## src/sv/zsbr_pkg.sv

```systemverilog
// ----------------------------------------------------------------------------
// zsbr_pkg
// Shared types and constants for the zero-stuffed sine biquad reconstruction
// block: word widths, sequencer states, sine table and DAC conversion values.
// ----------------------------------------------------------------------------
package zsbr_pkg;

  localparam int COEF_W     = 16;
  localparam int HIST_W     = 24;
  localparam int PROD_W     = COEF_W + HIST_W;
  localparam int ACC_W      = PROD_W + 3;
  localparam int FRAC_SHIFT = 14;
  localparam int SAMPLE_W   = 16;
  localparam int DAC_W      = 12;
  localparam int TABLE_LEN  = 8;
  localparam int TAPS       = 5;
  localparam int HIST_PER   = 4;

  localparam logic ACTION_TICK = 1'b0;
  localparam logic ACTION_LOAD = 1'b1;

  localparam logic signed [SAMPLE_W:0] DAC_OFFSET = 17'sd10000;
  localparam logic [15:0]              RECIP5     = 16'd52429;
  localparam int                       RECIP5_SH  = 18;
  localparam logic [DAC_W-1:0]         DAC_MAX    = 12'd4095;

  typedef enum logic [1:0] {
    ST_IDLE,
    ST_RUN,
    ST_FIN,
    ST_EMIT
  } seq_state_t;

  function automatic logic signed [SAMPLE_W-1:0] wave_lookup(input logic [2:0] pos);
    logic signed [SAMPLE_W-1:0] v;
    case (pos)
      3'd0:    v = 16'sd0;
      3'd1:    v = 16'sd7071;
      3'd2:    v = 16'sd10000;
      3'd3:    v = 16'sd7071;
      3'd4:    v = 16'sd0;
      3'd5:    v = -16'sd7071;
      3'd6:    v = -16'sd10000;
      3'd7:    v = -16'sd7071;
      default: v = 16'sd0;
    endcase
    return v;
  endfunction

endpackage

```

## src/sv/zero_stuffed_sine_biquad_recon.sv

```systemverilog
// ----------------------------------------------------------------------------
// zero_stuffed_sine_biquad_recon
// A tick word runs ST_RUN for each section, then ST_FIN and ST_EMIT, where its
// result is registered once the output is free; a coefficient load gives none.
// Words are taken only in ST_IDLE, so no tick is taken before the last result;
// sections share one multiply-accumulate unit and history memory (8 steps each).
// Reset clears counters, ratio (to 6), valid bits of coefficients and history.
// ----------------------------------------------------------------------------
module zero_stuffed_sine_biquad_recon #(
  parameter int SECTIONS = 4
) (
  input  logic                                  clk,
  input  logic                                  rst_n,
  input  logic                                  in_valid,
  output logic                                  in_ready,
  input  logic                                  in_action,
  input  logic [5:0]                            in_coef_index,
  input  logic signed [zsbr_pkg::COEF_W-1:0]    in_coef_value,
  output logic                                  out_valid,
  input  logic                                  out_ready,
  output logic signed [zsbr_pkg::SAMPLE_W-1:0]  out_filtered_sample,
  output logic [zsbr_pkg::DAC_W-1:0]            out_dac_code,
  input  logic                                  cfg_valid,
  output logic                                  cfg_ready,
  input  logic [3:0]                            cfg_data
);

  localparam int CDEPTH = zsbr_pkg::TAPS * SECTIONS;
  localparam int HDEPTH = zsbr_pkg::HIST_PER * SECTIONS;
  localparam int CAW    = $clog2(CDEPTH);
  localparam int HAW    = $clog2(HDEPTH);
  localparam int SW     = (SECTIONS > 1) ? $clog2(SECTIONS) : 1;
  localparam int HW     = zsbr_pkg::HIST_W;
  localparam int CW     = zsbr_pkg::COEF_W;
  localparam int AW     = zsbr_pkg::ACC_W;
  localparam logic [5:0]    CDEPTH_IDX = 6'(CDEPTH);
  localparam logic [SW-1:0] LAST_SEC   = SW'(SECTIONS - 1);

  zsbr_pkg::seq_state_t state_r, state_nxt;

  logic [3:0]                ratio_r;
  logic [3:0]                pc_r;
  logic [2:0]                tp_r;
  logic [SW-1:0]             sec_r;
  logic [2:0]                st_r;
  logic signed [HW-1:0]      x_r;
  logic signed [HW-1:0]      h0_r;
  logic signed [HW-1:0]      h2_r;
  logic signed [zsbr_pkg::PROD_W-1:0] prod_r;
  logic signed [AW-1:0]      acc_r;
  logic signed [zsbr_pkg::SAMPLE_W-1:0] fs_r;
  logic signed [zsbr_pkg::SAMPLE_W:0]   t_r;
  logic                      out_valid_r;
  logic signed [zsbr_pkg::SAMPLE_W-1:0] out_fs_r;
  logic [zsbr_pkg::DAC_W-1:0] out_code_r;

  logic signed [CW-1:0]      coef_mem [CDEPTH];
  logic signed [HW-1:0]      hist_mem [HDEPTH];
  logic [CDEPTH-1:0]         coef_vld_r;
  logic [HDEPTH-1:0]         hist_vld_r;
  logic signed [CW-1:0]      coef_rd_r;
  logic signed [HW-1:0]      hist_rd_r;
  logic                      coef_rv_r;
  logic                      hist_rv_r;
  logic signed [CW-1:0]      coef_q;
  logic signed [HW-1:0]      hist_q;

  logic                      in_acc;
  logic                      tick_acc;
  logic                      load_acc;
  logic                      coef_we;
  logic [CAW-1:0]            coef_waddr;
  logic [CAW-1:0]            coef_raddr;
  logic [2:0]                coef_k;
  logic [1:0]                hist_rk;
  logic [HAW-1:0]            hist_raddr;
  logic                      hist_we;
  logic [1:0]                hist_wk;
  logic [HAW-1:0]            hist_waddr;
  logic signed [HW-1:0]      hist_wdata;
  logic signed [HW-1:0]      opnd;
  logic signed [AW-1:0]      scaled;
  logic signed [HW-1:0]      y_sat;
  logic [3:0]                pc_inc;
  logic                      take_table;
  logic signed [HW-1:0]      x_in;
  logic                      emit_go;
  logic signed [zsbr_pkg::SAMPLE_W-1:0] fs_nxt;
  logic [31:0]               q_prod;
  logic [13:0]               q5;
  logic [zsbr_pkg::DAC_W-1:0] code_nxt;

  assign cfg_ready = 1'b1;
  assign out_valid = out_valid_r;
  assign out_filtered_sample = out_fs_r;
  assign out_dac_code = out_code_r;

  assign in_acc   = in_valid & in_ready;
  assign tick_acc = in_acc & (in_action == zsbr_pkg::ACTION_TICK);
  assign load_acc = in_acc & (in_action == zsbr_pkg::ACTION_LOAD);
  assign emit_go  = (state_r == zsbr_pkg::ST_EMIT) & (~out_valid_r | out_ready);

  // next state
  always_comb begin
    state_nxt = state_r;
    case (state_r)
      zsbr_pkg::ST_IDLE: begin
        if (tick_acc) state_nxt = zsbr_pkg::ST_RUN;
      end
      zsbr_pkg::ST_RUN: begin
        if (st_r == 3'd7 && sec_r == LAST_SEC) state_nxt = zsbr_pkg::ST_FIN;
      end
      zsbr_pkg::ST_FIN: state_nxt = zsbr_pkg::ST_EMIT;
      zsbr_pkg::ST_EMIT: begin
        if (emit_go) state_nxt = zsbr_pkg::ST_IDLE;
      end
      default: state_nxt = zsbr_pkg::ST_IDLE;
    endcase
  end

  // sequencer outputs
  always_comb begin
    in_ready   = 1'b0;
    hist_we    = 1'b0;
    hist_wk    = 2'd0;
    hist_wdata = x_r;
    case (state_r)
      zsbr_pkg::ST_IDLE: in_ready = 1'b1;
      zsbr_pkg::ST_RUN: begin
        case (st_r)
          3'd3: begin
            hist_we    = 1'b1;
            hist_wk    = 2'd1;
            hist_wdata = h0_r;
          end
          3'd4: begin
            hist_we    = 1'b1;
            hist_wk    = 2'd0;
            hist_wdata = x_r;
          end
          3'd5: begin
            hist_we    = 1'b1;
            hist_wk    = 2'd3;
            hist_wdata = h2_r;
          end
          3'd7: begin
            hist_we    = 1'b1;
            hist_wk    = 2'd2;
            hist_wdata = y_sat;
          end
          default: hist_we = 1'b0;
        endcase
      end
      zsbr_pkg::ST_FIN:  in_ready = 1'b0;
      zsbr_pkg::ST_EMIT: in_ready = 1'b0;
      default:           in_ready = 1'b0;
    endcase
  end

  // addressing
  assign coef_k     = (st_r < 3'd5) ? st_r : 3'd0;
  assign coef_raddr = CAW'({sec_r, 2'b00}) + CAW'(sec_r) + CAW'(coef_k);
  assign hist_rk    = 2'(st_r - 3'd1);
  assign hist_raddr = HAW'({sec_r, hist_rk});
  assign hist_waddr = HAW'({sec_r, hist_wk});
  assign coef_we    = load_acc & (in_coef_index < CDEPTH_IDX);
  assign coef_waddr = CAW'(in_coef_index);

  assign coef_q = coef_rv_r ? coef_rd_r : '0;
  assign hist_q = hist_rv_r ? hist_rd_r : '0;
  assign opnd   = (st_r == 3'd1) ? x_r : hist_q;

  // floor scale to Q16.8, saturate to history width
  assign scaled = acc_r >>> zsbr_pkg::FRAC_SHIFT;
  always_comb begin
    if ((&scaled[AW-1:HW-1]) | ~(|scaled[AW-1:HW-1])) begin
      y_sat = scaled[HW-1:0];
    end else if (scaled[AW-1]) begin
      y_sat = {1'b1, {(HW-1){1'b0}}};
    end else begin
      y_sat = {1'b0, {(HW-1){1'b1}}};
    end
  end

  // tick source
  assign pc_inc     = pc_r + 4'd1;
  assign take_table = (pc_inc >= ratio_r);
  assign x_in       = take_table ? {zsbr_pkg::wave_lookup(tp_r), 8'b0} : '0;

  // output conversion
  assign fs_nxt = x_r[HW-1:8] + zsbr_pkg::SAMPLE_W'(x_r[HW-1] & (|x_r[7:0]));
  assign q_prod = 32'(t_r[zsbr_pkg::SAMPLE_W-1:0]) * 32'(zsbr_pkg::RECIP5);
  assign q5     = q_prod[31:zsbr_pkg::RECIP5_SH];
  always_comb begin
    if (t_r[zsbr_pkg::SAMPLE_W] || t_r == '0) begin
      code_nxt = '0;
    end else if (q5 > 14'(zsbr_pkg::DAC_MAX)) begin
      code_nxt = zsbr_pkg::DAC_MAX;
    end else begin
      code_nxt = q5[zsbr_pkg::DAC_W-1:0];
    end
  end

  // memories
  always_ff @(posedge clk) begin
    if (coef_we) coef_mem[coef_waddr] <= in_coef_value;
    coef_rd_r <= coef_mem[coef_raddr];
  end

  always_ff @(posedge clk) begin
    if (hist_we) hist_mem[hist_waddr] <= hist_wdata;
    hist_rd_r <= hist_mem[hist_raddr];
  end

  // control
  always_ff @(posedge clk) begin
    if (!rst_n) begin
      state_r     <= zsbr_pkg::ST_IDLE;
      ratio_r     <= 4'd6;
      pc_r        <= '0;
      tp_r        <= '0;
      sec_r       <= '0;
      st_r        <= '0;
      coef_vld_r  <= '0;
      hist_vld_r  <= '0;
      coef_rv_r   <= 1'b0;
      hist_rv_r   <= 1'b0;
      out_valid_r <= 1'b0;
    end else begin
      state_r   <= state_nxt;
      coef_rv_r <= coef_vld_r[coef_raddr];
      hist_rv_r <= hist_vld_r[hist_raddr];
      if (cfg_valid && cfg_ready) ratio_r <= cfg_data;
      if (coef_we) coef_vld_r[coef_waddr] <= 1'b1;
      if (hist_we) hist_vld_r[hist_waddr] <= 1'b1;
      if (tick_acc) begin
        pc_r  <= take_table ? 4'd0 : pc_inc;
        tp_r  <= take_table ? tp_r + 3'd1 : tp_r;
        sec_r <= '0;
        st_r  <= '0;
      end else if (state_r == zsbr_pkg::ST_RUN) begin
        st_r <= st_r + 3'd1;
        if (st_r == 3'd7 && sec_r != LAST_SEC) sec_r <= sec_r + SW'(1);
      end
      if (emit_go) begin
        out_valid_r <= 1'b1;
      end else if (out_ready) begin
        out_valid_r <= 1'b0;
      end
    end
  end

  // datapath
  always_ff @(posedge clk) begin
    if (tick_acc) x_r <= x_in;
    if (state_r == zsbr_pkg::ST_RUN) begin
      if (st_r >= 3'd1 && st_r <= 3'd5) prod_r <= coef_q * opnd;
      if (st_r == 3'd2) acc_r <= AW'(prod_r);
      if (st_r >= 3'd3 && st_r <= 3'd6) acc_r <= acc_r + AW'(prod_r);
      if (st_r == 3'd2) h0_r <= hist_q;
      if (st_r == 3'd4) h2_r <= hist_q;
      if (st_r == 3'd7) x_r <= y_sat;
    end
    if (state_r == zsbr_pkg::ST_FIN) begin
      fs_r <= fs_nxt;
      t_r  <= {fs_nxt[zsbr_pkg::SAMPLE_W-1], fs_nxt} + zsbr_pkg::DAC_OFFSET;
    end
    if (emit_go) begin
      out_fs_r   <= fs_r;
      out_code_r <= code_nxt;
    end
  end

  // checks
  a_rise_from_emit: assert property (@(posedge clk) disable iff (!rst_n)
    $rose(out_valid_r) |-> $past(state_r == zsbr_pkg::ST_EMIT))
    else $error("result word appeared outside the emit step");

  a_load_no_result: assert property (@(posedge clk) disable iff (!rst_n)
    load_acc |=> !$rose(out_valid_r))
    else $error("coefficient load produced a result word");

  a_sec_range: assert property (@(posedge clk) disable iff (!rst_n)
    (state_r == zsbr_pkg::ST_RUN) |-> (sec_r <= LAST_SEC))
    else $error("section counter out of range");

  a_run_busy: assert property (@(posedge clk) disable iff (!rst_n)
    (state_r == zsbr_pkg::ST_RUN && st_r == 3'd7 && sec_r == LAST_SEC)
      |=> (state_r == zsbr_pkg::ST_FIN) ##1 (state_r == zsbr_pkg::ST_EMIT))
    else $error("cascade end did not lead to conversion");

endmodule
```

## config.mk

```make
export PLATFORM = sky130hd
export DESIGN_NAME = zero_stuffed_sine_biquad_recon
export DESIGN_NICKNAME = d
export VERILOG_FILES = /design/src/sv/zsbr_pkg.sv /design/src/sv/zero_stuffed_sine_biquad_recon.sv
export SDC_FILE = /design/constraint.sdc
export NUM_CORES = 2
export LEC_CHECK = 0
export ABC_CLOCK_PERIOD_IN_PS = 8600
export CORE_ASPECT_RATIO = 0.5
export CORE_UTILIZATION = 60
export DETAILED_ROUTE_END_ITERATION = 7
export DONT_BUFFER_PORTS = 1
export PLACE_DENSITY = 0.84
export SLEW_MARGIN = 20
export SYNTH_ARGS = -nofsm -noshare
export SYNTH_HDL_FRONTEND = slang
export SYNTH_SLANG_ARGS = --single-unit
```

## constraint.sdc

```tcl
create_clock -name clk -period 8.6 [get_ports clk]
set_clock_uncertainty 0.05 [all_clocks]
set_input_delay 1.72 -clock clk [delete_from_list [all_inputs] [get_ports clk]]
set_output_delay 1.72 -clock clk [all_outputs]
set_load 0.05 [all_outputs]
```

==> qor.yml <==
status:
  status: "finished clean"
clocking:
  cts-root-buf: "clkbuf_16"
  clockBufferDepth: 3
  clk_pin_slew_worst_paths_ns: 0.07
  cts_tree: "built"
  cts_made_buffers: 85
  clock_latency_ns: 0.71
  ctsHoldBuffers: 0
  htreeDepth: 3
  clock_sinks: 1020
pwr:
  p_leak_nw: 24.9
  peakVddDrop_v: 0.000362
  powerDensity_nw_per_um2: 231
  power_mw: 15.0
floorplanning:
  ioPinCount: 63
  coreArea_sq_um: 98100
  start_util: 0.608
  die-area_sq_um: 101000
  die_h_um: 225
  num_rows: 81
  chipWidth_um: 448
worst_setup_path:
  startpoint_type: "register"
  path_common_cell: "fa_1"
  crit_arrival_ns: 8.65
  cpPeakStageDelay_ns: 0.58
  end_kind: "register"
  cp.required_ns: 8.96
  cp_slowest_cell: "fa_1"
  regToRegSetupSlack_ns: 0.31
  criticalPathCategory: "reg2reg"
  crit_path_max_fanout: 10
sta:
  relSlewSlack: 0.292
  rsz0062_at_grt: "false"
  fin_ws_ns: 0.311
  fin_setup_tns_ns: 0
  fmax_mhz: 121
  post-route-period-util: 0.964
  whs_ns: 0.371
  slew_viol_final: 0
  period_needed_ns: 8.29
  hold_viol: 0
  worst_pin_slew_ns: 1.06
  setup_violations: 0
placed_design:
  io_buffers: 0
  placed_area_sq_um: 61800
  place_ws_ns: 0.283
  place_hpwl_mm: 108
  placedCellCount: 5737
  place.gp.congestion: 1.02
cells_and_area:
  areaGrowthSynthToFinish_pct: 8.72
  finalNonFillerCells: 5898
  final_util: 0.661
  design_area_sq_um: 64800
  drive_above_1_share: 0.125
  diodes: 0
  fin_nets: 5293
synth:
  ys_top_cells_by_count: "edfxtp_1 (892), inv_1 (684), fa_1 (457)"
  yosys-top-cells-area: "edfxtp_1 (45%), fa_1 (15%), mux4_2 (8.6%)"
  syn_area_per_cell_sq_um: 13.4
  async_reset_ff_frac: 0
  syn-num-nets: 5236
  ys_seq_area_frac: 0.492
  synth-seq-cells: 1020
  synth_top_area_frac: 0.449
  yosysTopAreaCell: "edfxtp_1"
  yosysWarnings: 0
  synth_most_common_cell: "edfxtp_1"
  syn_inst: 4442
  netlist_area_sq_um: 59600
  synth_edf_count: 892
  synth_ff_type: "edfxtp_1"
  ys_types: 89
detailed_routing:
  wl_mm: 163
  num_vias: 38000
  drtPass1Iterations: 7
  viasPerCell: 6.45
  drt_iter0_drc: 5227
  drc: 0
  ant_nets: 0
  avgRoutedWirePerCell_um: 27.7
run:
  cap_violations: 0
grt:
  antenna_found_initial: 4
  grt_overflow: 0
  grt_max_degree: 108
  grt_pass1_wl_mm: 245
  grt_usage: 0.333
  first_global_vias: 39500
worst_hold_path:
  hold_class: "reg2reg"
-- state kept, by name, summed over array words and instances (netlist names), 2 cells and up, named ones only --
register	cells
hist_mem	384
coef_mem	320
acc_r	43
prod_r	40
h0_r	24
h2_r	24
hist_rd_r	24
x_r	24
coef_vld_r	20
coef_rd_r	16
fs_r	16
hist_vld_r	16
out_filtered_sample	16
t_r	13
out_dac_code	12
pc_r	4
ratio_r	4
st_r	3
tp_r	3
sec_r	2
state_r	2
-- worst max-delay path, delay by kind of cell, from the launching register on --
family / cells / cell delay, ns
and+or+nand+nor: 8 / 1.63
DFF: 1 / 0.38
buffers and inverters: 6 / 0.70
AOI/OAI and AO/OA: 5 / 1.31
adders and majority gates: 8 / 3.76
xor gates and xnor gates: 1 / 0.17
-- cell usage in the layout, fill, tap and decap left out, types with 18 or more instances in the layout --
master       n
a21o_1      69
a21oi_1     93
a222oi_1    22
and2_1      29
and3_1      19
buf_4      135
clkbuf_16   90
dfxtp_1    126
edfxtp_1   892
fa_1       456
ha_1       303
inv_1      683
mux2_2      18
mux4_2     227
nand2_1    426
nand3_1     36
nand4_1     21
nor2_1     262
nor2b_1     18
o21a_1      91
o21ai_0     95
o21ai_1     29
xnor2_1     81
xor2_1      41
-- metal layers --
layer  wire (um)  track usage  vias up
li1            -            -    15600
met4        8570        0.154        4
met1       59400        0.451    19000
met5          27            0        -
met3       20300       0.0721      572
met2       75100        0.520     2887
-- kinds of logic (layout without fill, tap and decap cells) --
family                   Yosys count  in the layout  share of synthesized area
XOR/XNOR                         124            124                     0.0182
multiplexers                     253            253                     0.0905
other                              1              1                  0.0000629
AND/OR/NAND/NOR                  887            888                     0.0640
AO/OA/AOI/OAI                    539            539                     0.0631
flip-flops                      1020           1020                      0.492
buffers and inverters            856            983                     0.0544
adder cells (fa/ha/maj)          762            762                      0.217
-- final cells by class --
cell class | count | area [sq um]
fillers | 6535 | 33300
flip-flops and latches | 1020 | 29400
multi-input cells | 2567 | 27200
inverters | 687 | 2580
clock buffers | 111 | 2410
well taps | 1328 | 1660
repair buffers | 138 | 1070
clock inverters | 47 | 583
-- worst paths after layout --
kind                 from                     end  depth (start not counted)
setup / recovery  st_r[1]              prod_r[36]                         28
hold / removal    fs_r[4]  out_filtered_sample[4]                          0
setup reg to reg  st_r[1]              prod_r[36]                         28
hold reg to reg   fs_r[4]  out_filtered_sample[4]                          0
-- repair_timing --
item,in CTS,in global routing
setup buffers,0,2
setup endpoints to repair,0,8
gates resized for setup,0,6
-- report_power, final --
part | internal [mW] | switching (mW) | total, mW
Clock | 2.26 | 1.95 | 4.21
Sequential | 5.59 | 0.182 | 5.77
Combinational | 2.19 | 2.81 | 5.00
Total | 10.0 | 4.94 | 15.0
(Power assumes the default switching activity.)
